**config.mk**
```make
export PLATFORM = sky130hd
export DESIGN_NAME = spo2_window_ratio_estimator
export DESIGN_NICKNAME = d
export VERILOG_FILES = /design/src/rtl/s2r_pkg.sv /design/src/rtl/s2r_chan.sv /design/src/rtl/s2r_mul.sv /design/src/rtl/s2r_div.sv /design/src/rtl/spo2_window_ratio_estimator.sv
export SDC_FILE = /design/constraint.sdc
export NUM_CORES = 2
export LEC_CHECK = 0
export BUFFER_PORTS_ARGS = -buffer_cell sky130_fd_sc_hd__buf_4
export CORE_MARGIN = 1
export CORE_UTILIZATION = 65
export CTS_CLUSTER_DIAMETER = 60
export CTS_CLUSTER_SIZE = 16
export DETAILED_ROUTE_END_ITERATION = 7
export PLACE_DENSITY = 0.89
export SETUP_SLACK_MARGIN = 0.15
export SYNTH_ARGS = -nofsm -noshare
export SYNTH_HDL_FRONTEND = slang
export SYNTH_HIERARCHICAL = 1
export SYNTH_SLANG_ARGS = --single-unit
```
**constraint.sdc**
```tcl
create_clock -name clk -period 16.26 [get_ports clk]
set_input_delay 4.878 -clock clk [delete_from_list [all_inputs] [get_ports clk]]
set_output_delay 4.878 -clock clk [all_outputs]
set_load 0.01 [all_outputs]
```
**src/rtl/s2r_pkg.sv**
```systemverilog
// shared types, constants and helper functions of the spo2 ratio estimator
package s2r_pkg;

  localparam int NUM_SENSORS = 2;
  localparam int SAMPLE_BITS = 22;
  localparam int SEL_W       = 1;
  localparam int CNT_W       = 16;
  localparam int SKIP_W      = 8;
  localparam int CAL_W       = 16;
  localparam int CAL_FRAC    = 8;
  localparam int RQ_W        = 16;
  localparam int FRAC_BITS   = 12;
  localparam int INT_SHIFT   = RQ_W - FRAC_BITS;
  localparam int SPO2_W      = 8;
  localparam int SPO2_SHIFT  = CAL_FRAC + FRAC_BITS;
  localparam int DIFF_W      = 2 * CAL_W + 1;
  localparam int MUL_W       = (SAMPLE_BITS > CAL_W) ? SAMPLE_BITS : CAL_W;
  localparam int PROD_W      = 2 * MUL_W;
  localparam int MCNT_W      = $clog2(MUL_W + 1);
  localparam int DCNT_W      = $clog2(RQ_W + 1);
  localparam int CFG_IDX_W   = 2;
  localparam int CFG_DATA_W  = 16;

  localparam logic [CNT_W-1:0]  WIN_LEN_RST = 16'd256;
  localparam logic [SKIP_W-1:0] SKIP_RST    = 8'd16;
  localparam logic [CAL_W-1:0]  SLOPE_RST   = 16'd998;
  localparam logic [CAL_W-1:0]  ICPT_RST    = 16'd25779;

  localparam logic [CFG_IDX_W-1:0] REG_WIN_LEN = 2'd0;
  localparam logic [CFG_IDX_W-1:0] REG_SKIP    = 2'd1;
  localparam logic [CFG_IDX_W-1:0] REG_SLOPE   = 2'd2;
  localparam logic [CFG_IDX_W-1:0] REG_ICPT    = 2'd3;

  localparam logic CMD_SAMPLE = 1'b0;
  localparam logic CMD_CLEAR  = 1'b1;

  typedef logic signed [SAMPLE_BITS-1:0] smp_t;
  typedef logic [SAMPLE_BITS-1:0]        mag_t;
  typedef logic [MUL_W-1:0]              mul_t;
  typedef logic [PROD_W-1:0]             prod_t;

  // channel update request from the input handshake
  typedef struct packed {
    logic             clr;
    logic             smp;
    logic [SEL_W-1:0] sel;
  } upd_t;

  // (hi + lo) / 2 rounded toward zero
  function automatic smp_t half_sum(smp_t hi, smp_t lo);
    logic signed [SAMPLE_BITS:0] s;
    s = (SAMPLE_BITS + 1)'(hi) + (SAMPLE_BITS + 1)'(lo);
    if (s[SAMPLE_BITS]) begin
      s = s + (SAMPLE_BITS + 1)'(1);
    end
    return smp_t'(s >>> 1);
  endfunction

  function automatic mag_t mag_of(smp_t v);
    return v[SAMPLE_BITS-1] ? mag_t'(-v) : mag_t'(v);
  endfunction

endpackage

```
**src/rtl/s2r_chan.sv**
```systemverilog
// per-sensor min/max tracking, skip and window counters
module s2r_chan import s2r_pkg::*; (
  input  logic              clk,
  input  logic              rst_n,
  input  upd_t              upd,
  input  smp_t              red,
  input  smp_t              ir,
  input  logic [CNT_W-1:0]  win_len,
  input  logic [SKIP_W-1:0] skip_cfg,
  input  logic [SEL_W-1:0]  rd_sel,
  output logic              win_done,
  output smp_t              red_max,
  output smp_t              red_min,
  output smp_t              ir_max,
  output smp_t              ir_min
);

  smp_t              red_max_r [NUM_SENSORS];
  smp_t              red_min_r [NUM_SENSORS];
  smp_t              ir_max_r  [NUM_SENSORS];
  smp_t              ir_min_r  [NUM_SENSORS];
  logic [CNT_W-1:0]  cnt_r     [NUM_SENSORS];
  logic [SKIP_W-1:0] skip_r    [NUM_SENSORS];

  smp_t              red_max_nxt, red_min_nxt, ir_max_nxt, ir_min_nxt;
  logic [CNT_W-1:0]  cnt_inc, cnt_nxt, wl;
  logic [SKIP_W-1:0] skip_nxt;
  logic              first;

  always_comb begin
    first = (cnt_r[upd.sel] == '0);
    red_max_nxt = red_max_r[upd.sel];
    red_min_nxt = red_min_r[upd.sel];
    ir_max_nxt  = ir_max_r[upd.sel];
    ir_min_nxt  = ir_min_r[upd.sel];
    if (first) begin
      red_max_nxt = red;
      red_min_nxt = red;
      ir_max_nxt  = ir;
      ir_min_nxt  = ir;
    end else begin
      // a new max leaves the min alone
      if (red_max_r[upd.sel] < red) begin
        red_max_nxt = red;
      end else if (red_min_r[upd.sel] > red) begin
        red_min_nxt = red;
      end
      if (ir_max_r[upd.sel] < ir) begin
        ir_max_nxt = ir;
      end else if (ir_min_r[upd.sel] > ir) begin
        ir_min_nxt = ir;
      end
    end
    if (skip_r[upd.sel] == '0) begin
      cnt_inc  = cnt_r[upd.sel] + CNT_W'(1);
      skip_nxt = skip_r[upd.sel];
    end else begin
      cnt_inc  = cnt_r[upd.sel];
      skip_nxt = skip_r[upd.sel] - SKIP_W'(1);
    end
    wl = (win_len == '0) ? CNT_W'(1) : win_len;
    win_done = upd.smp && (cnt_inc >= wl);
    cnt_nxt = win_done ? '0 : cnt_inc;
  end

  always_ff @(posedge clk) begin
    if (!rst_n) begin
      for (int s = 0; s < NUM_SENSORS; s++) begin
        red_max_r[s] <= '0;
        red_min_r[s] <= '0;
        ir_max_r[s]  <= '0;
        ir_min_r[s]  <= '0;
        cnt_r[s]     <= '0;
        skip_r[s]    <= SKIP_RST;
      end
    end else if (upd.clr) begin
      red_max_r[upd.sel] <= '0;
      red_min_r[upd.sel] <= '0;
      ir_max_r[upd.sel]  <= '0;
      ir_min_r[upd.sel]  <= '0;
      cnt_r[upd.sel]     <= '0;
      skip_r[upd.sel]    <= skip_cfg;
    end else if (upd.smp) begin
      red_max_r[upd.sel] <= red_max_nxt;
      red_min_r[upd.sel] <= red_min_nxt;
      ir_max_r[upd.sel]  <= ir_max_nxt;
      ir_min_r[upd.sel]  <= ir_min_nxt;
      cnt_r[upd.sel]     <= cnt_nxt;
      skip_r[upd.sel]    <= skip_nxt;
    end
  end

  assign red_max = red_max_r[rd_sel];
  assign red_min = red_min_r[rd_sel];
  assign ir_max  = ir_max_r[rd_sel];
  assign ir_min  = ir_min_r[rd_sel];

endmodule

```
**src/rtl/s2r_mul.sv**
```systemverilog
// bit-serial shift-add multiplier, one multiplier bit per cycle
module s2r_mul import s2r_pkg::*; (
  input  logic  clk,
  input  logic  rst_n,
  input  logic  start,
  input  mul_t  a,
  input  mul_t  b,
  output prod_t p,
  output logic  done
);

  mul_t              a_r;
  prod_t             p_r;
  logic [MCNT_W-1:0] cnt_r;
  logic              done_r;
  logic [MUL_W:0]    sum;

  // upper half accumulates, lower half shifts the multiplier out
  assign sum = {1'b0, p_r[PROD_W-1:MUL_W]} + (p_r[0] ? {1'b0, a_r} : '0);

  always_ff @(posedge clk) begin
    if (start) begin
      a_r <= a;
      p_r <= {MUL_W'(0), b};
    end else if (cnt_r != '0) begin
      p_r <= {sum, p_r[MUL_W-1:1]};
    end
  end

  always_ff @(posedge clk) begin
    if (!rst_n) begin
      cnt_r  <= '0;
      done_r <= 1'b0;
    end else begin
      done_r <= !start && (cnt_r == MCNT_W'(1));
      if (start) begin
        cnt_r <= MCNT_W'(MUL_W);
      end else if (cnt_r != '0) begin
        cnt_r <= cnt_r - MCNT_W'(1);
      end
    end
  end

  assign p    = p_r;
  assign done = done_r;

endmodule

```
**src/rtl/s2r_div.sv**
```systemverilog
// restoring divider, one quotient bit per cycle, saturating Q4.12 result
module s2r_div import s2r_pkg::*; (
  input  logic            clk,
  input  logic            rst_n,
  input  logic            start,
  input  prod_t           num,
  input  prod_t           den,
  output logic [RQ_W-1:0] q,
  output logic            done
);

  prod_t             r_r, den_r, hi;
  logic [RQ_W-1:0]   nb_r, q_r;
  logic [DCNT_W-1:0] cnt_r;
  logic              done_r, sat, ge;
  logic [PROD_W:0]   trial, diff;

  assign hi    = num >> INT_SHIFT;
  assign sat   = (hi >= den);
  assign trial = {r_r, nb_r[RQ_W-1]};
  assign ge    = (trial >= {1'b0, den_r});
  assign diff  = trial - {1'b0, den_r};

  always_ff @(posedge clk) begin
    if (start) begin
      den_r <= den;
      r_r   <= hi;
      // low numerator bits then the fraction zeros
      nb_r  <= {num[INT_SHIFT-1:0], FRAC_BITS'(0)};
      q_r   <= sat ? '1 : '0;
    end else if (cnt_r != '0) begin
      r_r  <= ge ? diff[PROD_W-1:0] : trial[PROD_W-1:0];
      nb_r <= {nb_r[RQ_W-2:0], 1'b0};
      q_r  <= {q_r[RQ_W-2:0], ge};
    end
  end

  always_ff @(posedge clk) begin
    if (!rst_n) begin
      cnt_r  <= '0;
      done_r <= 1'b0;
    end else begin
      if (start) begin
        cnt_r  <= sat ? '0 : DCNT_W'(RQ_W);
        done_r <= sat;
      end else begin
        done_r <= (cnt_r == DCNT_W'(1));
        if (cnt_r != '0) begin
          cnt_r <= cnt_r - DCNT_W'(1);
        end
      end
    end
  end

  assign q    = q_r;
  assign done = done_r;

endmodule

```
**src/rtl/spo2_window_ratio_estimator.sv**
```systemverilog
// Windowed SpO2 ratio-of-ratios estimator, top level. After the sample that
// closes a window, no item is taken until that window's result reaches the
// output register. The two products acR*|dcIR| and |dcR|*acIR run on
// bit-serial shift-add multipliers at one bit a cycle. The Q4.12 ratio comes
// from a restoring divider at one quotient bit a cycle. The calibration
// product slope*R reuses the first multiplier. A saturated ratio skips the
// divider steps. A flagged window goes from the check state straight to the
// done state, past the multipliers and the divider. A finished result sits in
// the output register, so the block takes the next item while the result
// waits to be taken. A second finished result holds the input until the
// first one is taken.
module spo2_window_ratio_estimator import s2r_pkg::*; (
  input  logic                  clk,
  input  logic                  rst_n,
  input  logic                  in_valid,
  output logic                  in_ready,
  input  logic                  in_command,
  input  logic [SEL_W-1:0]      in_sensor_select,
  input  smp_t                  in_red_sample,
  input  smp_t                  in_ir_sample,
  output logic                  out_valid,
  input  logic                  out_ready,
  output logic [SEL_W-1:0]      out_sensor_id,
  output logic [SPO2_W-1:0]     out_spo2,
  output logic [RQ_W-1:0]       out_ratio_q12,
  output mag_t                  out_red_ac,
  output smp_t                  out_red_dc,
  output mag_t                  out_ir_ac,
  output smp_t                  out_ir_dc,
  output logic                  out_ratio_error,
  input  logic                  cfg_valid,
  output logic                  cfg_ready,
  input  logic [CFG_IDX_W-1:0]  cfg_index,
  input  logic [CFG_DATA_W-1:0] cfg_data
);

  localparam logic [2:0] S_IDLE  = 3'd0;
  localparam logic [2:0] S_CALC  = 3'd1;
  localparam logic [2:0] S_CHECK = 3'd2;
  localparam logic [2:0] S_MUL   = 3'd3;
  localparam logic [2:0] S_DIV   = 3'd4;
  localparam logic [2:0] S_SPO2  = 3'd5;
  localparam logic [2:0] S_DONE  = 3'd6;

  logic [2:0]        state_r, state_nxt;
  logic [CNT_W-1:0]  win_len_r;
  logic [SKIP_W-1:0] skip_cfg_r;
  logic [CAL_W-1:0]  slope_r, icpt_r;

  logic [SEL_W-1:0]  sel_r;
  mag_t              red_ac_r, ir_ac_r;
  smp_t              red_dc_r, ir_dc_r;
  logic              err_r;
  logic [RQ_W-1:0]   rq_r;
  logic [SPO2_W-1:0] spo2_r;

  logic              out_valid_r;
  logic [SEL_W-1:0]  out_sel_r;
  logic [SPO2_W-1:0] out_spo2_r;
  logic [RQ_W-1:0]   out_rq_r;
  mag_t              out_red_ac_r, out_ir_ac_r;
  smp_t              out_red_dc_r, out_ir_dc_r;
  logic              out_err_r;

  upd_t              upd;
  logic              acc, sel_ok, win_done, err, load_out;
  smp_t              red_max, red_min, ir_max, ir_min;
  logic              mul0_start, mul1_start, mul0_done, mul1_done;
  mul_t              mul0_a, mul0_b, mul1_a, mul1_b;
  prod_t             p0, p1;
  logic              div_start, div_done;
  logic [RQ_W-1:0]   div_q;
  logic [DIFF_W-1:0] diff;
  logic [DIFF_W-SPO2_SHIFT-2:0] spo2_int;
  logic [SPO2_W-1:0] spo2_val;

  // configuration registers
  assign cfg_ready = 1'b1;

  always_ff @(posedge clk) begin
    if (!rst_n) begin
      win_len_r  <= WIN_LEN_RST;
      skip_cfg_r <= SKIP_RST;
      slope_r    <= SLOPE_RST;
      icpt_r     <= ICPT_RST;
    end else if (cfg_valid && cfg_ready) begin
      unique case (cfg_index)
        REG_WIN_LEN: win_len_r  <= cfg_data[CNT_W-1:0];
        REG_SKIP:    skip_cfg_r <= cfg_data[SKIP_W-1:0];
        REG_SLOPE:   slope_r    <= cfg_data[CAL_W-1:0];
        REG_ICPT:    icpt_r     <= cfg_data[CAL_W-1:0];
      endcase
    end
  end

  // input side
  assign in_ready = (state_r == S_IDLE);
  assign acc      = in_valid && in_ready;
  assign sel_ok   = (32'(in_sensor_select) < NUM_SENSORS);
  assign upd.clr  = acc && sel_ok && (in_command == CMD_CLEAR);
  assign upd.smp  = acc && sel_ok && (in_command == CMD_SAMPLE);
  assign upd.sel  = in_sensor_select;

  s2r_chan u_chan (
    .clk      (clk),
    .rst_n    (rst_n),
    .upd      (upd),
    .red      (in_red_sample),
    .ir       (in_ir_sample),
    .win_len  (win_len_r),
    .skip_cfg (skip_cfg_r),
    .rd_sel   (sel_r),
    .win_done (win_done),
    .red_max  (red_max),
    .red_min  (red_min),
    .ir_max   (ir_max),
    .ir_min   (ir_min)
  );

  // zero denominator, or a negative ratio with a nonzero numerator
  assign err = (red_dc_r == '0) || (ir_dc_r == '0) || (ir_ac_r == '0) ||
               ((red_ac_r != '0) && (red_dc_r[SAMPLE_BITS-1] != ir_dc_r[SAMPLE_BITS-1]));

  // first multiplier is shared with the calibration product
  assign mul0_start = ((state_r == S_CHECK) && !err) || ((state_r == S_DIV) && div_done);
  assign mul1_start = (state_r == S_CHECK) && !err;
  assign mul0_a = (state_r == S_CHECK) ? MUL_W'(red_ac_r) : MUL_W'(slope_r);
  assign mul0_b = (state_r == S_CHECK) ? MUL_W'(mag_of(ir_dc_r)) : MUL_W'(div_q);
  assign mul1_a = MUL_W'(mag_of(red_dc_r));
  assign mul1_b = MUL_W'(ir_ac_r);

  s2r_mul u_mul0 (
    .clk   (clk),
    .rst_n (rst_n),
    .start (mul0_start),
    .a     (mul0_a),
    .b     (mul0_b),
    .p     (p0),
    .done  (mul0_done)
  );

  s2r_mul u_mul1 (
    .clk   (clk),
    .rst_n (rst_n),
    .start (mul1_start),
    .a     (mul1_a),
    .b     (mul1_b),
    .p     (p1),
    .done  (mul1_done)
  );

  assign div_start = (state_r == S_MUL) && mul0_done && mul1_done;

  s2r_div u_div (
    .clk   (clk),
    .rst_n (rst_n),
    .start (div_start),
    .num   (p0),
    .den   (p1),
    .q     (div_q),
    .done  (div_done)
  );

  // intercept in Q8.20 minus slope*R, integer part clamped to 0..255
  assign diff = DIFF_W'({icpt_r, FRAC_BITS'(0)}) - DIFF_W'(p0[2*CAL_W-1:0]);
  assign spo2_int = diff[DIFF_W-2:SPO2_SHIFT];

  always_comb begin
    if (diff[DIFF_W-1]) begin
      spo2_val = '0;
    end else if (spo2_int > (DIFF_W-SPO2_SHIFT-1)'({SPO2_W{1'b1}})) begin
      spo2_val = '1;
    end else begin
      spo2_val = spo2_int[SPO2_W-1:0];
    end
  end

  assign load_out = (state_r == S_DONE) && (!out_valid_r || out_ready);

  always_comb begin
    state_nxt = state_r;
    unique case (state_r)
      S_IDLE:  if (win_done) state_nxt = S_CALC;
      S_CALC:  state_nxt = S_CHECK;
      S_CHECK: state_nxt = err ? S_DONE : S_MUL;
      S_MUL:   if (div_start) state_nxt = S_DIV;
      S_DIV:   if (div_done) state_nxt = S_SPO2;
      S_SPO2:  if (mul0_done) state_nxt = S_DONE;
      S_DONE:  if (load_out) state_nxt = S_IDLE;
      default: state_nxt = S_IDLE;
    endcase
  end

  always_ff @(posedge clk) begin
    if (!rst_n) begin
      state_r <= S_IDLE;
    end else begin
      state_r <= state_nxt;
    end
  end

  // working registers of the window result
  always_ff @(posedge clk) begin
    if (state_r == S_IDLE && win_done) begin
      sel_r <= in_sensor_select;
    end
    if (state_r == S_CALC) begin
      red_ac_r <= mag_t'(red_max - red_min);
      ir_ac_r  <= mag_t'(ir_max - ir_min);
      red_dc_r <= half_sum(red_max, red_min);
      ir_dc_r  <= half_sum(ir_max, ir_min);
    end
    if (state_r == S_CHECK) begin
      err_r <= err;
      if (err) begin
        rq_r   <= '0;
        spo2_r <= '0;
      end
    end
    if (state_r == S_DIV && div_done) begin
      rq_r <= div_q;
    end
    if (state_r == S_SPO2 && mul0_done) begin
      spo2_r <= spo2_val;
    end
  end

  // output register
  always_ff @(posedge clk) begin
    if (!rst_n) begin
      out_valid_r <= 1'b0;
    end else if (load_out) begin
      out_valid_r <= 1'b1;
    end else if (out_ready) begin
      out_valid_r <= 1'b0;
    end
  end

  always_ff @(posedge clk) begin
    if (load_out) begin
      out_sel_r    <= sel_r;
      out_spo2_r   <= spo2_r;
      out_rq_r     <= rq_r;
      out_red_ac_r <= red_ac_r;
      out_red_dc_r <= red_dc_r;
      out_ir_ac_r  <= ir_ac_r;
      out_ir_dc_r  <= ir_dc_r;
      out_err_r    <= err_r;
    end
  end

  assign out_valid       = out_valid_r;
  assign out_sensor_id   = out_sel_r;
  assign out_spo2        = out_spo2_r;
  assign out_ratio_q12   = out_rq_r;
  assign out_red_ac      = out_red_ac_r;
  assign out_red_dc      = out_red_dc_r;
  assign out_ir_ac       = out_ir_ac_r;
  assign out_ir_dc       = out_ir_dc_r;
  assign out_ratio_error = out_err_r;

endmodule

```
==> reports/qor.yml <==
sta:
  hold_viol_final: 0
  setup_ws_ns: 6.26
  rsz0062_at_grt: "no"
  fin_crit_ns: 10.0
  hold_ws_ns: 0.420
  slew-limit-headroom_pct: 25.0
  tightestPinTransition_ns: 1.12
  min_period_over_period_pct: 61.5
  fin_setup_tns_ns: 0
  fmax_mhz: 100
  fin_worst_skew_ns: 0.0358
  setup_viol: 0
  drv_slew: 0
die:
  initial_utilization_pct: 66.0
  fp.dieH_um: 272
  core_area_mm2: 0.0719
  fp.dieArea_mm2: 0.0740
  num_rows: 98
  die_w_um: 272
  io_pins: 186
placed_design:
  dp_hpwl_um: 87600
  place.gp.congestion: 0.951
  dp.cells: 5524
  io_buffers: 184
  place_ws_ns: 5.71
grt:
  grt_pass1_wl_um: 189000
  grt_max_degree: 123
  grt_usage_pct: 32.4
  grt_pass1_vias: 34800
  antenna_found_initial: 3
  grt_overflow: 0
worst_setup_path:
  max_stage_delay_ns: 0.72
  cp.arrival_ns: 10.50
  crit_end: "state_r[2]$_SDFFE_PN0P_"
  cp-end-kind: "flip-flop"
  r2r_cells: 15
  startpoint_type: "input pin"
  required_ns: 16.76
  r2r-start: "sel_r$_DFFE_PP_"
  regToRegSetupSlack_ns: 10.53
  r2r_end: "red_dc_r[17]$_DFFE_PP_"
  cp_slowest_cell: "buf_4"
  cp_cell_sequence: "buf_4 -> mux2i_1 -> ha_1 -> o211ai_4 -> a2111oi_4 -> nand3_1 -> or2_0 -> nor3_1 -> xor2_1 -> inv_1 -> ha_1 -> a21o_1 -> a21o_1 -> a221oi_1 -> o21ai_0 -> a211oi_1 -> nor2b_1 -> nor4_1 -> nor3_1 -> a31oi_1 -> a21oi_1 -> o21ai_0 -> a21oi_1"
  crit_type: "input pin to flip-flop"
  critPathMaxFanout: 76
  startpoint: "in_sensor_select"
logic_synthesis:
  synth_ff_type: "edfxtp_1"
  ys_ff_latch: 770
  synthTopCellsByArea: "edfxtp_1 41%, ha_1 9.2%, mux2_2 6.5%"
  synth_top_area_share_pct: 40.8
  synth_edf_count: 644
  synth_area_leader_cell: "edfxtp_1"
  ys_async_sr_fraction_pct: 0
  ys_seq_area_share_pct: 46.1
  syn_inst: 4556
  synth_warnings: 6
  synth.avg_cell_area_um2: 10.4
  ys_types: 117
  synth_fp_nets: 4980
  synth_area_mm2: 0.0474
detailed_routing:
  drt-initial-drc-count: 4404
  ant_nets: 0
  drt_pass1_iterations: 6
  wl_per_cell_um: 21.7
  vias: 36200
  viasPerCell: 6.41
  wl_um: 122000
  drc: 0
final_layout:
  synthToLayoutAreaGrowth_pct: 8.60
  drive_gt1_share_pct: 14.7
  final_cells: 5642
  multi_input_area_mm2: 0.0235
  nets: 5066
  regArea_mm2: 0.0219
  finalCoreUtilization_pct: 71.7
  fill_cells: 4930
  antenna_cells: 0
clocking:
  post-cts-setup-buffers: 0
  insertion_delay_ns: 0.63
  cts_hold_buffers: 0
  clock-root-buffer: "clkbuf_16"
  cts_made_buffers: 66
  tritoncts: "yes"
  cts_resized: 0
  path_clk_slew_ns: 0.07
  clockBufferDepth: 3
  cts.sinks: 770
  htree_levels: 3
run_status:
  status: "complete, no violations"
power_and_ir_drop:
  p_leak_nw: 20.7
  pwr_density_cell_mw_per_mm2: 148
  irDropWorstVdd_mv: 0.0919
run:
  drv_cap: 0
hold_path:
  min_path_type: "flip-flop to flip-flop"
cell usage in the layout (no fill, tap or decap), types with 43 or more instances in the layout:
cell type	n
a21boi_0	43
a21o_1	74
a21oi_1	298
and2_1	65
and3_1	47
buf_4	206
clkbuf_16	72
dfxtp_1	126
edfxtp_1	644
ha_1	348
inv_1	316
mux2_2	272
mux2i_1	61
nand2_1	384
nand2b_1	48
nand3_1	74
nor2_1	410
nor2b_1	58
nor3_1	126
nor4_1	43
o21ai_0	132
xnor2_1	164
xor2_1	76
state kept, by name, summed over array words and instances, names as in the netlist, 32 cells and up:
register / flops
u_chan/ir_min_r: 44
u_mul0/p: 44
u_chan/ir_max_r: 44
u_div/r_r: 44
u_chan/red_min_r: 44
u_chan/cnt_r: 32
u_chan/red_max_r: 44
u_mul1/p: 44
u_div/den_r: 44
where the power goes:
part / switching [W] / internal [W]
registers: 0.000341 / 0.00262
clock network: 0.000741 / 0.000854
logic: 0.00179 / 0.00127
worst max-delay path, delay by kind of cell:
kind,cells,cell delay [ns]
AOI/OAI and AO/OA,11,2.11
xor gates and xnor gates,1,0.25
buffers and inverters,2,0.79
and+or+nand+nor,6,1.36
muxes,1,0.41
adders and majority gates,2,0.63
cell type report:
type / count / area share (%)
inverter: 320 / 2.33
tap: 950 / 2.31
clock inverter: 21 / 0.399
sequential: 770 / 42.5
clock buffer: 97 / 3.74
timing repair buffer: 207 / 3.04
multi-input combinational: 3277 / 45.7
synth_stat cells, drive strengths merged (40+ instances only):
master,number
a21boi,45
and2,68
clkbuf,133
o31ai,40
o21ai,165
xor2,76
edfxtp,644
nor2,430
dfxtp,126
nor4,46
inv,319
mux2,284
nor2b,58
nand2b,49
xnor2,164
mux2i,63
buf,56
a21oi,304
nand3,74
and3,48
a21o,74
nand2,388
nor3,137
ha,348
per-stage QoR:
stage,power [W],instance area (um^2)
global placement,0.00579,49400
finish,0.00761,51500
CTS,0.00755,51500
detailed placement,0.00593,49400
floorplan,0.00517,47400
global route,0.00799,51500
worst min path at each step:
stage                                       end  slack [ns]                   start  cells after the start
floorplan             out_ratio_error$_DFFE_PP_        0.40         err_r$_DFFE_PP_                      0
global placement     out_ratio_q12[3]$_DFFE_PP_        0.40   rq_r[3]$_SDFFCE_PN0P_                      0
detailed placement  out_ratio_q12[15]$_DFFE_PP_        0.40  rq_r[15]$_SDFFCE_PN0P_                      0
CTS                  out_ratio_q12[3]$_DFFE_PP_        0.42   rq_r[3]$_SDFFCE_PN0P_                      0
global route         out_ratio_q12[8]$_DFFE_PP_        0.43   rq_r[8]$_SDFFCE_PN0P_                      0
finish              out_ratio_q12[15]$_DFFE_PP_        0.42  rq_r[15]$_SDFFCE_PN0P_                      0
metal layers:
| layer | share of wire, % | up-vias | routed length [um] | track usage (%) |
|---|---|---|---|---|
| met5 | 0 | - | 0 | 0 |
| met4 | 5.0 | 0 | 6120 | 15.7 |
| met3 | 8.8 | 368 | 10800 | 4.57 |
| met2 | 46 | 1970 | 56400 | 52.3 |
| met1 | 40 | 17200 | 49000 | 43.0 |
| li1 | - | 16600 | - | - |
logic make-up after synthesis:
kind of cell | Yosys count | synth area share (%)
other cells | 1 | 0.00791
flops | 770 | 46.1
buf+inv | 509 | 4.35
simple gates | 1460 | 15.1
mux | 347 | 8.14
fa+ha+maj | 355 | 9.48
compound gates | 874 | 12.4
xor+xnor | 240 | 4.43
(Power assumes the default switching activity.)
